## config.mk

```make
export PLATFORM = sky130hd
export DESIGN_NAME = midi_slot_record_play_control_top
export DESIGN_NICKNAME = d
export VERILOG_FILES = /design/src/mspc_pkg.sv /design/src/midi_slot_record_play_control_top.sv /design/src/mspc_core.sv
export SDC_FILE = /design/constraint.sdc
export NUM_CORES = 1
export LEC_CHECK = 0
export ABC_AREA = 1
export BUFFER_PORTS_ARGS = -buffer_cell sky130_fd_sc_hd__buf_2
export CORE_AREA = 2 2 128 130
export DETAILED_ROUTE_END_ITERATION = 6
export DIE_AREA = 0 0 130 132
export PLACE_DENSITY_LB_ADDON = 0.1
export SYNTH_ARGS = -nofsm -noshare
export SYNTH_HDL_FRONTEND = slang
export SYNTH_HIERARCHICAL = 1
export SYNTH_SLANG_ARGS = --single-unit
```

## constraint.sdc

```tcl
create_clock -name clk -period 13 [get_ports clk]
set_input_delay 2.6 -clock clk [delete_from_list [all_inputs] [get_ports clk]]
set_output_delay 2.6 -clock clk [all_outputs]
set_load 0.01 [all_outputs]
```

## src/mspc_pkg.sv

```systemverilog
package mspc_pkg;

	// slot bank size and field widths
	localparam int SLOT_COUNT = 12;
	localparam int SLOT_W     = 4;
	localparam int NOTE_W     = 10;
	localparam int ADDR_W     = 5;
	localparam int DATA_W     = 32;

	// slot modes
	localparam logic [1:0] MODE_IDLE  = 2'd0;
	localparam logic [1:0] MODE_ARMED = 2'd1;
	localparam logic [1:0] MODE_REC   = 2'd2;
	localparam logic [1:0] MODE_PLAY  = 2'd3;

	// register indexes (word address)
	localparam logic [2:0] REG_ENABLE    = 3'd0;
	localparam logic [2:0] REG_CHANNEL   = 3'd1;
	localparam logic [2:0] REG_OCTAVE    = 3'd2;
	localparam logic [2:0] REG_REC_BASE  = 3'd3;
	localparam logic [2:0] REG_PLAY_BASE = 3'd4;

	// event op codes
	localparam logic OP_NOTE_ON  = 1'b0;
	localparam logic OP_NOTE_OFF = 1'b1;

	typedef logic [1:0]        mode_t;
	typedef logic [SLOT_W-1:0] slot_t;

	typedef struct packed {
		logic       op;
		logic [4:0] channel;
		logic [6:0] note_number;
		logic [6:0] velocity;
	} event_t;

	typedef struct packed {
		logic       start_rec;
		logic       stop_rec;
		slot_t      rec_slot;
		logic       stop_play;
		logic       start_play;
		slot_t      play_slot;
		logic       play_active;
		slot_t      active_slot;
		logic       passthrough;
	} result_t;

	typedef struct packed {
		logic       enable;
		logic [4:0] listen_channel;
		logic [3:0] octave_shift;
		logic [6:0] rec_note_base;
		logic [6:0] play_note_base;
	} cfg_t;

endpackage

```

## src/midi_slot_record_play_control_top.sv

```systemverilog
// a word accepted into the input stage passes through the result register to res_word
// throughput: one event per cycle while res_stall is low, slot state is updated as the event moves on
// the input stage holds while the result register is full and stalled
// reset: slots idle, no active play slot, passthrough set, registers at defaults
// (enable 1, channel 1, octave 0, record base 24, play base 36)
module midi_slot_record_play_control_top
	import mspc_pkg::*;
(
	input  logic              clk,
	input  logic              arst_n,
	input  logic              psel,
	input  logic              penable,
	input  logic              pwrite,
	input  logic [ADDR_W-1:0] paddr,
	input  logic [DATA_W-1:0] pwdata,
	output logic [DATA_W-1:0] prdata,
	output logic              pready,
	input  logic              ev_valid,
	output logic              ev_stall,
	input  event_t            ev_word,
	output logic              res_valid,
	input  logic              res_stall,
	output result_t           res_word
);

	cfg_t    cfg_q;
	logic    ev_valid_s1;
	event_t  ev_s1;
	logic    out_valid_q;
	result_t out_word_q;
	result_t res_d;
	logic    adv;
	logic    wr_en;
	logic [2:0] reg_idx;

	assign pready  = 1'b1;
	assign reg_idx = paddr[ADDR_W-1:2];
	assign wr_en   = psel && penable && pwrite;

	// register writes
	always_ff @(posedge clk or negedge arst_n) begin
		if (!arst_n) begin
			cfg_q.enable         <= 1'b1;
			cfg_q.listen_channel <= 5'd1;
			cfg_q.octave_shift   <= 4'd0;
			cfg_q.rec_note_base  <= 7'd24;
			cfg_q.play_note_base <= 7'd36;
		end else if (wr_en) begin
			unique case (reg_idx)
				REG_ENABLE:    cfg_q.enable         <= pwdata[0];
				REG_CHANNEL:   cfg_q.listen_channel <= pwdata[4:0];
				REG_OCTAVE:    cfg_q.octave_shift   <= pwdata[3:0];
				REG_REC_BASE:  cfg_q.rec_note_base  <= pwdata[6:0];
				REG_PLAY_BASE: cfg_q.play_note_base <= pwdata[6:0];
				default: ;
			endcase
		end
	end

	// register reads
	always_comb begin
		unique case (reg_idx)
			REG_ENABLE:    prdata = {31'd0, cfg_q.enable};
			REG_CHANNEL:   prdata = {27'd0, cfg_q.listen_channel};
			REG_OCTAVE:    prdata = {28'd0, cfg_q.octave_shift};
			REG_REC_BASE:  prdata = {25'd0, cfg_q.rec_note_base};
			REG_PLAY_BASE: prdata = {25'd0, cfg_q.play_note_base};
			default:       prdata = '0;
		endcase
	end

	// input stage moves on when the result register is free or being taken
	assign adv      = ev_valid_s1 && (!out_valid_q || !res_stall);
	assign ev_stall = ev_valid_s1 && !adv;

	always_ff @(posedge clk or negedge arst_n) begin
		if (!arst_n) begin
			ev_valid_s1 <= 1'b0;
		end else if (ev_valid && !ev_stall) begin
			ev_valid_s1 <= 1'b1;
		end else if (adv) begin
			ev_valid_s1 <= 1'b0;
		end
	end

	always_ff @(posedge clk) begin
		if (ev_valid && !ev_stall) ev_s1 <= ev_word;
	end

	// slot state and command decode
	mspc_core u_core (
		.clk    (clk),
		.arst_n (arst_n),
		.cfg    (cfg_q),
		.ev     (ev_s1),
		.fire   (adv),
		.res    (res_d)
	);

	// result register
	always_ff @(posedge clk or negedge arst_n) begin
		if (!arst_n) begin
			out_valid_q <= 1'b0;
		end else if (adv) begin
			out_valid_q <= 1'b1;
		end else if (!res_stall) begin
			out_valid_q <= 1'b0;
		end
	end

	always_ff @(posedge clk) begin
		if (adv) out_word_q <= res_d;
	end

	assign res_valid = out_valid_q;
	assign res_word  = out_word_q;

`ifndef SYNTHESIS
	a_s1_holds: assert property (@(posedge clk) disable iff (!arst_n)
		ev_valid_s1 && out_valid_q && res_stall |=> ev_valid_s1)
		else $error("input stage dropped a word under stall");

	a_start_play_status: assert property (@(posedge clk) disable iff (!arst_n)
		out_valid_q && out_word_q.start_play |->
			out_word_q.play_active && !out_word_q.passthrough &&
			(out_word_q.active_slot == out_word_q.play_slot))
		else $error("start_play without matching active slot");

	a_no_dual_start: assert property (@(posedge clk) disable iff (!arst_n)
		out_valid_q |-> !(out_word_q.start_play && out_word_q.start_rec))
		else $error("record and play started by one event");

	a_idle_slot_zero: assert property (@(posedge clk) disable iff (!arst_n)
		out_valid_q && !out_word_q.play_active |-> out_word_q.active_slot == '0)
		else $error("active_slot set without play_active");
`endif

endmodule

```

## src/mspc_core.sv

```systemverilog
module mspc_core
	import mspc_pkg::*;
(
	input  logic    clk,
	input  logic    arst_n,
	input  cfg_t    cfg,
	input  event_t  ev,
	input  logic    fire,
	output result_t res
);

	mode_t            mode_q [SLOT_COUNT];
	mode_t            mode_d [SLOT_COUNT];
	logic             pv_q, pv_d;
	slot_t            pi_q, pi_d;
	logic             lp_q, lp_d;

	logic                     hit_ch;
	logic                     on;
	logic signed [NOTE_W-1:0] oct_x;
	logic signed [NOTE_W-1:0] shift_notes;
	logic signed [NOTE_W-1:0] note_s;
	logic signed [NOTE_W-1:0] d_rec;
	logic signed [NOTE_W-1:0] d_play;
	logic                     rec_hit;
	logic                     play_hit;
	slot_t                    key;
	mode_t                    cur;

	localparam logic signed [NOTE_W-1:0] SLOTS_S = NOTE_W'(SLOT_COUNT);

	// event qualification and key range decode
	always_comb begin
		hit_ch      = cfg.enable && (ev.channel == cfg.listen_channel);
		on          = (ev.op == OP_NOTE_ON) && (ev.velocity != 7'd0);
		oct_x       = {{(NOTE_W-4){cfg.octave_shift[3]}}, cfg.octave_shift};
		shift_notes = (oct_x <<< 3) + (oct_x <<< 2);
		note_s      = signed'({{(NOTE_W-7){1'b0}}, ev.note_number}) + shift_notes;
		d_rec       = note_s - signed'({{(NOTE_W-7){1'b0}}, cfg.rec_note_base});
		d_play      = note_s - signed'({{(NOTE_W-7){1'b0}}, cfg.play_note_base});
		rec_hit     = !d_rec[NOTE_W-1] && (d_rec < SLOTS_S);
		play_hit    = !d_play[NOTE_W-1] && (d_play < SLOTS_S);
		key         = rec_hit ? d_rec[SLOT_W-1:0] : d_play[SLOT_W-1:0];
	end

	// mode of the key slot
	always_comb begin
		cur = MODE_IDLE;
		for (int s = 0; s < SLOT_COUNT; s++) begin
			if (key == slot_t'(s)) cur = mode_q[s];
		end
	end

	// next slot state and command strobes
	always_comb begin
		mode_d = mode_q;
		pv_d   = pv_q;
		pi_d   = pi_q;
		lp_d   = lp_q;
		res    = '0;
		if (hit_ch && rec_hit) begin
			if (on) begin
				if (cur == MODE_IDLE || cur == MODE_ARMED) begin
					mode_d[key] = MODE_ARMED;
				end else if (cur == MODE_PLAY) begin
					res.stop_play = 1'b1;
					pv_d          = 1'b0;
					lp_d          = 1'b1;
					mode_d[key]   = MODE_REC;
					res.start_rec = 1'b1;
					res.rec_slot  = key;
				end
			end else begin
				if (cur == MODE_ARMED) begin
					mode_d[key] = MODE_IDLE;
				end else if (cur == MODE_REC) begin
					res.stop_rec = 1'b1;
					res.rec_slot = key;
					mode_d[key]  = MODE_IDLE;
				end
			end
		end else if (hit_ch && play_hit) begin
			if (on) begin
				if (!(pv_q && key < pi_q)) begin
					// displaced play slot goes idle, active flag is kept
					if (pv_q && pi_q != key) begin
						res.stop_play = 1'b1;
						for (int s = 0; s < SLOT_COUNT; s++) begin
							if (pi_q == slot_t'(s)) mode_d[s] = MODE_IDLE;
						end
					end
					if (cur == MODE_ARMED) begin
						mode_d[key]   = MODE_REC;
						res.start_rec = 1'b1;
						res.rec_slot  = key;
					end else begin
						mode_d[key]    = MODE_PLAY;
						pv_d           = 1'b1;
						pi_d           = key;
						res.start_play = 1'b1;
						res.play_slot  = key;
						lp_d           = 1'b0;
					end
				end
			end else begin
				if (cur == MODE_REC) begin
					res.stop_rec = 1'b1;
					res.rec_slot = key;
					mode_d[key]  = MODE_IDLE;
				end else if (cur == MODE_PLAY) begin
					res.stop_play = 1'b1;
					mode_d[key]   = MODE_IDLE;
					pv_d          = 1'b0;
					lp_d          = 1'b1;
				end
			end
		end
		res.play_active = pv_d;
		res.active_slot = pv_d ? pi_d : '0;
		res.passthrough = lp_d;
	end

	// slot state registers
	always_ff @(posedge clk or negedge arst_n) begin
		if (!arst_n) begin
			for (int s = 0; s < SLOT_COUNT; s++) mode_q[s] <= MODE_IDLE;
			pv_q <= 1'b0;
			pi_q <= '0;
			lp_q <= 1'b1;
		end else if (fire) begin
			mode_q <= mode_d;
			pv_q   <= pv_d;
			pi_q   <= pi_d;
			lp_q   <= lp_d;
		end
	end

endmodule

```

==> results of run 1 <==
## layout by cell type, fill, tap and decap left out, drive strengths merged, types with 7 or more instances in the layout
cell type and instances:
o21ai 88, clkbuf 9, buf 65, nand3 73, dfstp 7, o31ai 11, edfxtp 38, dfrtp 49
a21boi 9, ha 31, nor2 100, nand2 269, conb 26, nand4 17, xor2 10, a21oi 18
inv 138
## per-stage QoR
step / util / cells
3_5_place_dp: 0.4666 / 1200
6_report: 0.4889 / 1216
3_3_place_gp: 0.4666 / 1200
5_1_grt: 0.4889 / 1216
2_1_floorplan: - / 962
4_1_cts: 0.4889 / 1216
## cells in the mapped netlist (2+ instances only)
cell type / count / area (um2)
nand2_1: 255 / 957.2
inv_1: 115 / 431.7
nor2_1: 89 / 334.1
nand3_1: 68 / 340.3
dfrtp_1: 49 / 1226
edfxtp_1: 38 / 1141
o21ai_1: 37 / 185.2
o21ai_0: 34 / 170.2
ha_1: 31 / 387.9
buf_4: 29 / 217.7
inv_2: 18 / 67.56
nand4_1: 17 / 106.4
o21ai_2: 17 / 148.9
a21oi_1: 16 / 80.08
nand2_2: 11 / 68.82
o31ai_1: 11 / 82.58
xor2_1: 10 / 87.58
a21boi_0: 9 / 67.56
dfstp_2: 7 / 183.9
nor2_2: 7 / 43.79
clkbuf_1: 5 / 18.77
buf_2: 4 / 20.02
buf_6: 4 / 45.04
fa_1: 4 / 80.08
nand3_2: 4 / 40.04
nand3b_1: 4 / 30.03
and3_1: 3 / 18.77
clkinv_1: 3 / 11.26
nand2_4: 3 / 33.78
nor2_8: 3 / 60.06
nor3_1: 3 / 15.01
xnor2_1: 3 / 26.28
a211oi_1: 2 / 15.01
a21o_1: 2 / 15.01
a21oi_2: 2 / 17.52
conb_1: 2 / 7.510
nor4_1: 2 / 12.51
o2111ai_1: 2 / 17.52
o211ai_1: 2 / 15.01
o21a_1: 2 / 15.01
or2_2: 2 / 12.51
## worst min-delay path: stages, from the launching register on
cell,delay (ns)
dfstp_2,0.38
nand2_1,0.05
nand2_1,0.04
## metal layers
layer | vias to the layer above | GRT usage | part of all wire
met3 | 25 | 0.02719 | 0.048
li1 | 3104 | - | -
met5 | - | 0 | 0
met1 | 2722 | 0.2918 | 0.47
met2 | 175 | 0.3269 | 0.46
met4 | 0 | 0.07348 | 0.021
## worst paths after layout
check	slack (ns)	end	cells after the start
setup reg to reg	6.21	flop	40
hold reg to reg	0.47	cfg_q[5]$_DFFE_PN1P_	2
max in group asynchronous	10.08	cfg_q[8]$_DFFE_PN0P_	2
hold / removal	0.47	cfg_q[5]$_DFFE_PN1P_	2
setup / recovery	6.21	flop	40
min in group asynchronous	2.39	async pin	2
## power by group through the flow
stage          Sequential [W]  Clock, W  Combinational (W)
4_1_cts              0.000374  0.000321           0.000741
3_3_place_gp         0.000379         0           0.000734
5_1_grt              0.000378  0.000331           0.000844
2_1_floorplan        0.000373         0           0.000586
3_5_place_dp         0.000379         0           0.000738
6_report             0.000373  0.000316           0.000741
## final cells by class
class                   count  area (um2)
fillers                  1622        8030
multi-input cells         688        3664
flip-flops and latches     94        2551
inverters                 137       516.7
repair buffers             65       330.3
well taps                 216       270.3
clock buffers               9       225.2
clock inverters             7       125.1
## logic make-up after synthesis
family,count (synthesis),share of synthesized area
fa+ha+maj,35,0.06740
other cells,2,0.001082
compound gates,140,0.1256
flops,94,0.3675
xor+xnor,13,0.01640
simple gates,474,0.3037
buf+inv,180,0.1184
==> qor.yml, run 1 <==
outcome:
  status: "complete, no violations"
cts:
  cts-hold-fix-buffers: 0
  cts_resized: 0
  cts_sinks: 94
  clock_latency_ns: 0.36
  cts_root_buf: "clkbuf_16"
  cts_setup_buffers: 0
  clk_path_buf_depth: 2
  cts_tree: "done"
  clk_pin_slew_ns: 0.07
  htree_levels: 3
  cts_buffers: 9
power:
  intPower_w: 0.0007736
  p_sw_frac: 0.4591
  power.density_nw_per_um2: 186.2
  pwr-share-comb: 0.518
  p_clk_frac: 0.221
  power_leakage_nw: 3.630
  ir_drop_mv: 0.06865
  p_total_w: 0.001430
  seqPwrFrac: 0.261
  switchingPower_w: 0.0006567
timing:
  timing.final.ws_setup_ns: 6.213
  rsz0062_at_grt: "no"
  slew_viol_final: 0
  fmax_mhz: 147.3
  period_needed_ns: 6.787
  tightest_slew_ns: 1.160
  hold_slack_ns: 0.4714
  finalHoldViolCount: 0
  fin_crit_sh: 0.5221
  setup_viol: 0
  finalSetupTns_ns: 0
  relSlewSlack: 0.2215
  clock_skew_ns: 0.007913
routing:
  wl_per_cell_um: 14.14
  drt_iter0_drc: 298
  via_count: 6026
  postRouteAntennaNets: 0
  drt-total-wl_mm: 17.19
  avgViaCountPerCell: 4.956
  drt_pass1_iterations: 5
  drc_errors: 0
synthesis:
  synth-main-ff-cell: "dfrtp_1"
  syn_avg_cell_area_um2: 7.402
  synthDistinctLibCells: 50
  ys_async_sr_fraction: 0.5957
  ys_seq_area_frac: 0.3675
  yosysWarnings: 6
  synth_seq_cells: 94
  synth-edff-count: 38
  synthesis.area_um2: 6943
  syn_inst: 938
global_route:
  grt_pass1_wl_mm: 28.01
  grt.total_usage: 0.2074
  antenna_found_initial: 0
  grt_overflow: 0
  grt_pass1_vias: 5607
  grt_max_degree: 57
placed_design:
  dpl_worst_slack_ns: 6.335
  hpwl_mm: 12.92
  routabilityCongestion: 0.8908
  portBuffers: 63
  dpl_cell_area_um2: 7332
worst_setup_path:
  startpoint_type: "flop"
  cp.required_ns: 13.25
  critPathTopFamily: "simple AND/OR/NAND/NOR gates"
  slowest_delay_ns: 0.55
  critPathMaxFanout: 12
  startpoint: "cfg_q[15]$_DFFE_PN0P_"
  critPathArrivalTime_ns: 7.04
  cp_slowest_cell: "nand3_1"
  worst_path_most_repeated_cell: "nand2_1"
  crit_path_end_kind: "flop"
  critPathBufInv: 4
  crit_type: "flop to flop"
  reg2reg_from: "cfg_q[15]$_DFFE_PN0P_"
die:
  fp.coreArea_um2: 15710
  die_x_um: 130
  die_height_um: 132
  ios: 117
  rows: 46
  initial_core_util: 0.4419
  die-area_um2: 17160
layout:
  areaGrowthSynthToFinish_pct: 10.65
  layout-drive-gt1-share: 0.1600
  antenna_cells: 0
  design_area_um2: 7682
  finalNetCount: 1094
worst_hold_path:
  min_from: "cfg_q[5]$_DFFE_PN1P_"
  hp-class: "flop to flop"
run:
  maxCapViolCount: 0
No activity file was read; power rests on OpenSTA's default activity.
==> run 2, diff against run 1 <==
Clock period 13 ns to 6.5 ns, I/O delays scaled along.
==> run 2 against run 1 <==
  * Worst setup slack got worse by 5.7 ns
  * Die area did not move
  * Design area rose by 1.1%
  * Combinational power rose by 110%
  * Routed wire length fell by 1.6%
  * Critical path type unchanged
==> qor.yml, run 2 (synthesis results as in run 1) <==
routing:
  wl_per_cell_um: 13.73  # -2.8%
  drt_iter0_drc: 379  # +27%
  via_count: 6065  # +0.65%
  drc_errors: 0  # unchanged
  drt-total-wl_mm: 16.92  # -1.6%
  drt_pass1_iterations: 5  # unchanged
  postRouteAntennaNets: 0  # unchanged
  avgViaCountPerCell: 4.923  # -0.66%
run:
  maxCapViolCount: 0  # unchanged
placed_design:
  dpl_cell_area_um2: 7422  # +1.2%
  portBuffers: 63  # unchanged
  routabilityCongestion: 0.8996  # +0.99%
  hpwl_mm: 12.95  # +0.28%
worst_setup_path:
  crit_type: "flop to flop"
  startpoint: "cfg_q[14]$_DFFE_PN0P_"
  reg2reg_from: "cfg_q[14]$_DFFE_PN0P_"
  critPathMaxFanout: 7  # -5
  worst_path_most_repeated_cell: "nand2_1"
  crit_path_end_kind: "flop"
  reg2reg_depth: 39  # -2.5%
  cp_slowest_cell: "dfrtp_1"
  rrSetupSlack_ns: 0.49  # -5.72 ns
  cp.required_ns: 6.74  # -6.51 ns
  slowest_delay_ns: 0.44  # -0.11 ns
  critPathArrivalTime_ns: 6.25  # -0.79 ns
  startpoint_type: "flop"
global_route:
  grt_max_degree: 57  # unchanged
  antenna_found_initial: 0  # unchanged
  grt_pass1_vias: 5543  # -1.1%
  grt.total_usage: 0.2039  # -0.003512
  grt_pass1_wl_mm: 27.63  # -1.3%
  grt_overflow: 0  # unchanged
layout:
  multi_input_area_um2: 3676  # +0.34%
  final_common_cell: "nand2_1"
  finalNetCount: 1110  # +1.5%
  seq_area_um2: 2552  # about the same
  antenna_cells: 0  # unchanged
  fillerInstances: 1604  # -1.1%
  areaGrowthSynthToFinish_pct: 11.86
  layout-drive-gt1-share: 0.1781  # +0.01815
  layout_common_cells: "254 x nand2_1, 114 x inv_1, 87 x nor2_1, 67 x nand3_1, 63 x buf_2"
  design_area_um2: 7766  # +1.1%
power:
  power_leakage_nw: 3.675  # +1.2%
  p_total_w: 0.002829  # +98%
  ir_drop_mv: 0.1639  # +140%
  power.density_nw_per_um2: 364.3  # +96%
timing:
  period_needed_ns: 6.005  # -0.7819 ns
  fmax_mhz: 166.5  # +13%
  tightest_slew_ns: 0.9381  # -0.2218 ns
  slew_viol_final: 0  # unchanged
  setup_viol: 0  # unchanged
  relSlewSlack: 0.3723  # +0.1507
  clock_skew_ns: 0.01035  # +0.002434 ns
  fin_crit_sh: 0.9239  # +0.4018
  finalHoldViolCount: 0  # unchanged
die:
  die_x_um: 130  # unchanged
  ios: 117  # unchanged
  rows: 46  # unchanged
  die-area_um2: 17160  # unchanged
  initial_core_util: 0.4419  # unchanged
  fp.coreArea_um2: 15710  # unchanged
  die_height_um: 132  # unchanged
cts:
  cts_root_buf: "clkbuf_16"
  clk_path_buf_depth: 2  # unchanged
  cts_buffers: 9  # unchanged
  clock_latency_ns: 0.35  # about the same
  cts-hold-fix-buffers: 0  # unchanged
  cts_tree: "done"
  clk_pin_slew_ns: 0.07  # about the same
  cts_sinks: 94  # unchanged
  htree_levels: 3  # unchanged
outcome:
  status: "complete, no violations"
worst_hold_path:
  min_from: "ev_valid_s1$_DFFE_PN0P_"
  whs_path_depth: 2  # unchanged
  hp-class: "flop to flop"
run 2: layer usage:
metal  routed length [um]  vias to the layer above  GRT usage
li1                     -                     3135          -
met1                 8128                     2736     0.2923
met2                 7608                      171     0.3159
met3                  845                       23    0.02841
met4                  337                        0    0.06810
met5                    0                        -          0
run 2: path summary, 6_finish.rpt:
path,endpoint
hold reg to reg,res_valid$_DFFE_PN0P_
min in group asynchronous,async pin
hold / removal,res_valid$_DFFE_PN0P_
setup / recovery,flop
max in group asynchronous,cfg_q[15]$_DFFE_PN0P_
setup reg to reg,flop
run 2: metrics by stage:
step / setup TNS (ns) / worst slack (ns) / util / instances / hold slack (ns)
floorplan: 0 / 1.253 / - / 962 / 0.4331
global placement: 0 / 0.3851 / 0.4724 / 1212 / 0.4503
detailed placement: 0 / 0.3721 / 0.4724 / 1212 / 0.4649
CTS: 0 / 0.3544 / 0.4915 / 1228 / 0.4755
global route: -0.05866 / -0.02995 / 0.4943 / 1232 / 0.4990
finish: 0 / 0.4949 / 0.4943 / 1232 / 0.4735
run 2: timing repair:
action                                  CTS  global route
endpoints found under the setup margin    0            26
gates resized for setup                   0             6
setup buffers                             0             4
run 2: final cells by class:
type                       count  share of cell area
sequential                    94              0.3287
inverter                     137             0.06654
clock buffer                  10             0.02948
clock inverter                 6            0.009183
tap                          216             0.03480
timing repair buffer          81             0.05800
multi-input combinational    688              0.4733
run 2: power by group:
group | total, W | internal [W] | switching [W]
combinational | 0.00155 | 0.000518 | 0.00103
sequential | 0.000745 | 0.000692 | 0.0000533
clock | 0.000538 | 0.000301 | 0.000237
total | 0.00283 | 0.00151 | 0.00132
run 2: worst max-delay path: cells and delay by family, from the launching register on:
| kind | cells | cell delay (ns) |
|---|---|---|
| and+or+nand+nor | 22 | 2.51 |
| adders and majority gates | 5 | 1.61 |
| DFF | 1 | 0.44 |
| buffers and inverters | 7 | 0.71 |
| AOI/OAI and AO/OA | 3 | 0.26 |
| xor gates and xnor gates | 2 | 0.35 |
==> run 3, diff against run 2 <==
Settings changed: GPL_TIMING_DRIVEN from default to 0.
==> run 3 against run 2 <==
  * Sequential power about the same
  * Critical path depth unchanged
  * Global-route usage up 0.85 points
  * Die area unchanged
  * Worst setup slack worse by 0.0011 ns
  * Clock power down 4.6%
  * Register-to-register slack about the same
  * Design area up 2.9%
==> qor.yml, run 3 (synthesis results as in run 1) <==
layout:
  finalNetCount: 1137  # +2.4%
  layout_common_cells: "250 x nand2_1, 115 x inv_1, 83 x nor2_1, 68 x nand3_1, 65 x buf_2"
  final_common_cell: "nand2_1"
  layout-drive-gt1-share: 0.2013  # +0.02319
  antenna_cells: 0  # unchanged
  areaGrowthSynthToFinish_pct: 15.16
worst_setup_path:
  startpoint: "cfg_q[14]$_DFFE_PN0P_"
  reg2reg_from: "cfg_q[14]$_DFFE_PN0P_"
  cp_slowest_cell: "dfrtp_1"
  crit_type: "flop to flop"
  cp.required_ns: 6.60  # -0.14 ns
  startpoint_type: "flop"
  critPathArrivalTime_ns: 6.11  # -0.14 ns
  worst_path_most_repeated_cell: "nand2_1"
  critPathMaxFanout: 6  # -1
  slowest_delay_ns: 0.44  # about the same
  crit_path_end_kind: "flop"
outcome:
  status: "complete, no violations"
global_route:
  grt.total_usage: 0.2124  # +0.008504
  grt_pass1_wl_mm: 28.72  # +3.9%
  grt_max_degree: 57  # unchanged
  grt_pass1_vias: 5747  # +3.7%
  antenna_found_initial: 0  # unchanged
  grt_overflow: 0  # unchanged
cts:
  clk_path_buf_depth: 2  # unchanged
  cts_root_buf: "clkbuf_16"
  clock_latency_ns: 0.35  # about the same
  cts-hold-fix-buffers: 0  # unchanged
  cts_buffers: 9  # unchanged
  cts_tree: "done"
  cts_sinks: 94  # unchanged
  clk_pin_slew_ns: 0.07  # about the same
  htree_levels: 3  # unchanged
timing:
  relSlewSlack: 0.4454  # +0.07310
  slew_viol_final: 0  # unchanged
  period_needed_ns: 6.006  # +0.001086 ns
  setup_viol: 0  # unchanged
  hold_slack_ns: 0.4764  # +0.002823 ns
  fmax_mhz: 166.5  # about the same
  tightest_slew_ns: 0.8310  # -0.1071 ns
  rsz0062_at_grt: "yes"
  finalHoldViolCount: 0  # unchanged
  finalSetupTns_ns: 0  # unchanged
  clock_skew_ns: 0.01472  # +0.004376 ns
  fin_crit_sh: 0.9240  # about the same
routing:
  postRouteAntennaNets: 0  # unchanged
  drt_iter0_drc: 408  # +7.7%
  via_count: 6150  # +1.4%
  avgViaCountPerCell: 4.885  # -0.77%
  drt-total-wl_mm: 17.30  # +2.2%
  wl_per_cell_um: 13.74  # about the same
  drt_pass1_iterations: 5  # unchanged
  drc_errors: 0  # unchanged
worst_hold_path:
  hp-class: "flop to flop"
  min_from: "ev_valid_s1$_DFFE_PN0P_"
run:
  maxCapViolCount: 0  # unchanged
placed_design:
  portBuffers: 62  # -1.6%
  routabilityCongestion: 0.8672  # -3.6%
  hpwl_mm: 13.41  # +3.5%
die:
  initial_core_util: 0.4419  # unchanged
  fp.coreArea_um2: 15710  # unchanged
  die-area_um2: 17160  # unchanged
  ios: 117  # unchanged
  die_height_um: 132  # unchanged
  die_x_um: 130  # unchanged
  rows: 46  # unchanged
power:
  p_total_w: 0.002840  # +0.38%
  ir_drop_mv: 0.1458  # -11%
  power_leakage_nw: 3.806  # +3.6%
  power.density_nw_per_um2: 355.2  # -2.5%
==> run 3: cell types whose count changed in the layout (fill, tap and decap cells not counted), moves of 3 or more <==
| cell | previous run | this run |
|---|---|---|
| buf_4 | 18 | 32 |
| buf_6 | 0 | 5 |
| nand2_1 | 254 | 250 |
| nor2_1 | 87 | 83 |
| nor2_4 | 1 | 5 |
| clkbuf_1 | 1 | 4 |
| nand2_2 | 12 | 15 |
==> run 3: final cells by class <==
class	instances	area [um2]
Fill cell	1557	7717
Multi-Input combinational cell	688	3720
Sequential cell	94	2552
Inverter	137	516.7
Timing Repair Buffer	65	342.8
Buffer	43	312.8
Tap cell	216	270.3
Clock buffer	9	225.2
Clock inverter	7	55.05
==> run 3: critical path, delay by kind of cell, from the launching register on <==
kind	cells	cell delay, ns
xor+xnor	1	0.25
fa+ha+maj	5	1.58
buf+inv	6	0.53
flops	1	0.44
simple gates	27	2.97
==> run 3: final timing paths <==
path                                    endpoint  slack, ns  cells past startpoint
max in group asynchronous  cfg_q[15]$_DFFE_PN0P_       4.92                      1
hold reg to reg            res_valid$_DFFE_PN0P_       0.48                      2
setup reg to reg           res_word[5]$_DFFE_PP_       0.49                     39
setup / recovery           res_word[5]$_DFFE_PP_       0.49                     39
min in group asynchronous              async pin       1.02                      1
hold / removal             res_valid$_DFFE_PN0P_       0.48                      2
==> run 3: what timing repair did <==
action | CTS | global route
gates resized for setup | 1 | 23
setup buffers | 0 | 2
pin swaps | 0 | 3
setup endpoints to repair | 8 | 35
hold endpoints to repair | 0 | 0
==> run 3: metal layers <==
metal / part of all wire / GRT usage
met5: 0 / 0
met4: 0.015 / 0.07049
met3: 0.041 / 0.03044
met2: 0.46 / 0.3322
met1: 0.48 / 0.3014
==> run 3: power by group <==
part	internal, W	switching, W	total [W]
sequential	0.000692	0.0000559	0.000748
combinational	0.000530	0.00105	0.00158
clock	0.000264	0.000249	0.000513
==> run 3: metrics by stage <==
step / utilization / cells / area [um2] / worst slack (ns)
floorplan: - / 962 / 7033 / 1.253
global placement: 0.4846 / 1240 / 7614 / -0.01975
detailed placement: 0.4857 / 1241 / 7632 / -0.01702
CTS: 0.5037 / 1257 / 7914 / 0.1104
global route: 0.5088 / 1259 / 7995 / -0.002673
finish: 0.5088 / 1259 / 7995 / 0.4938
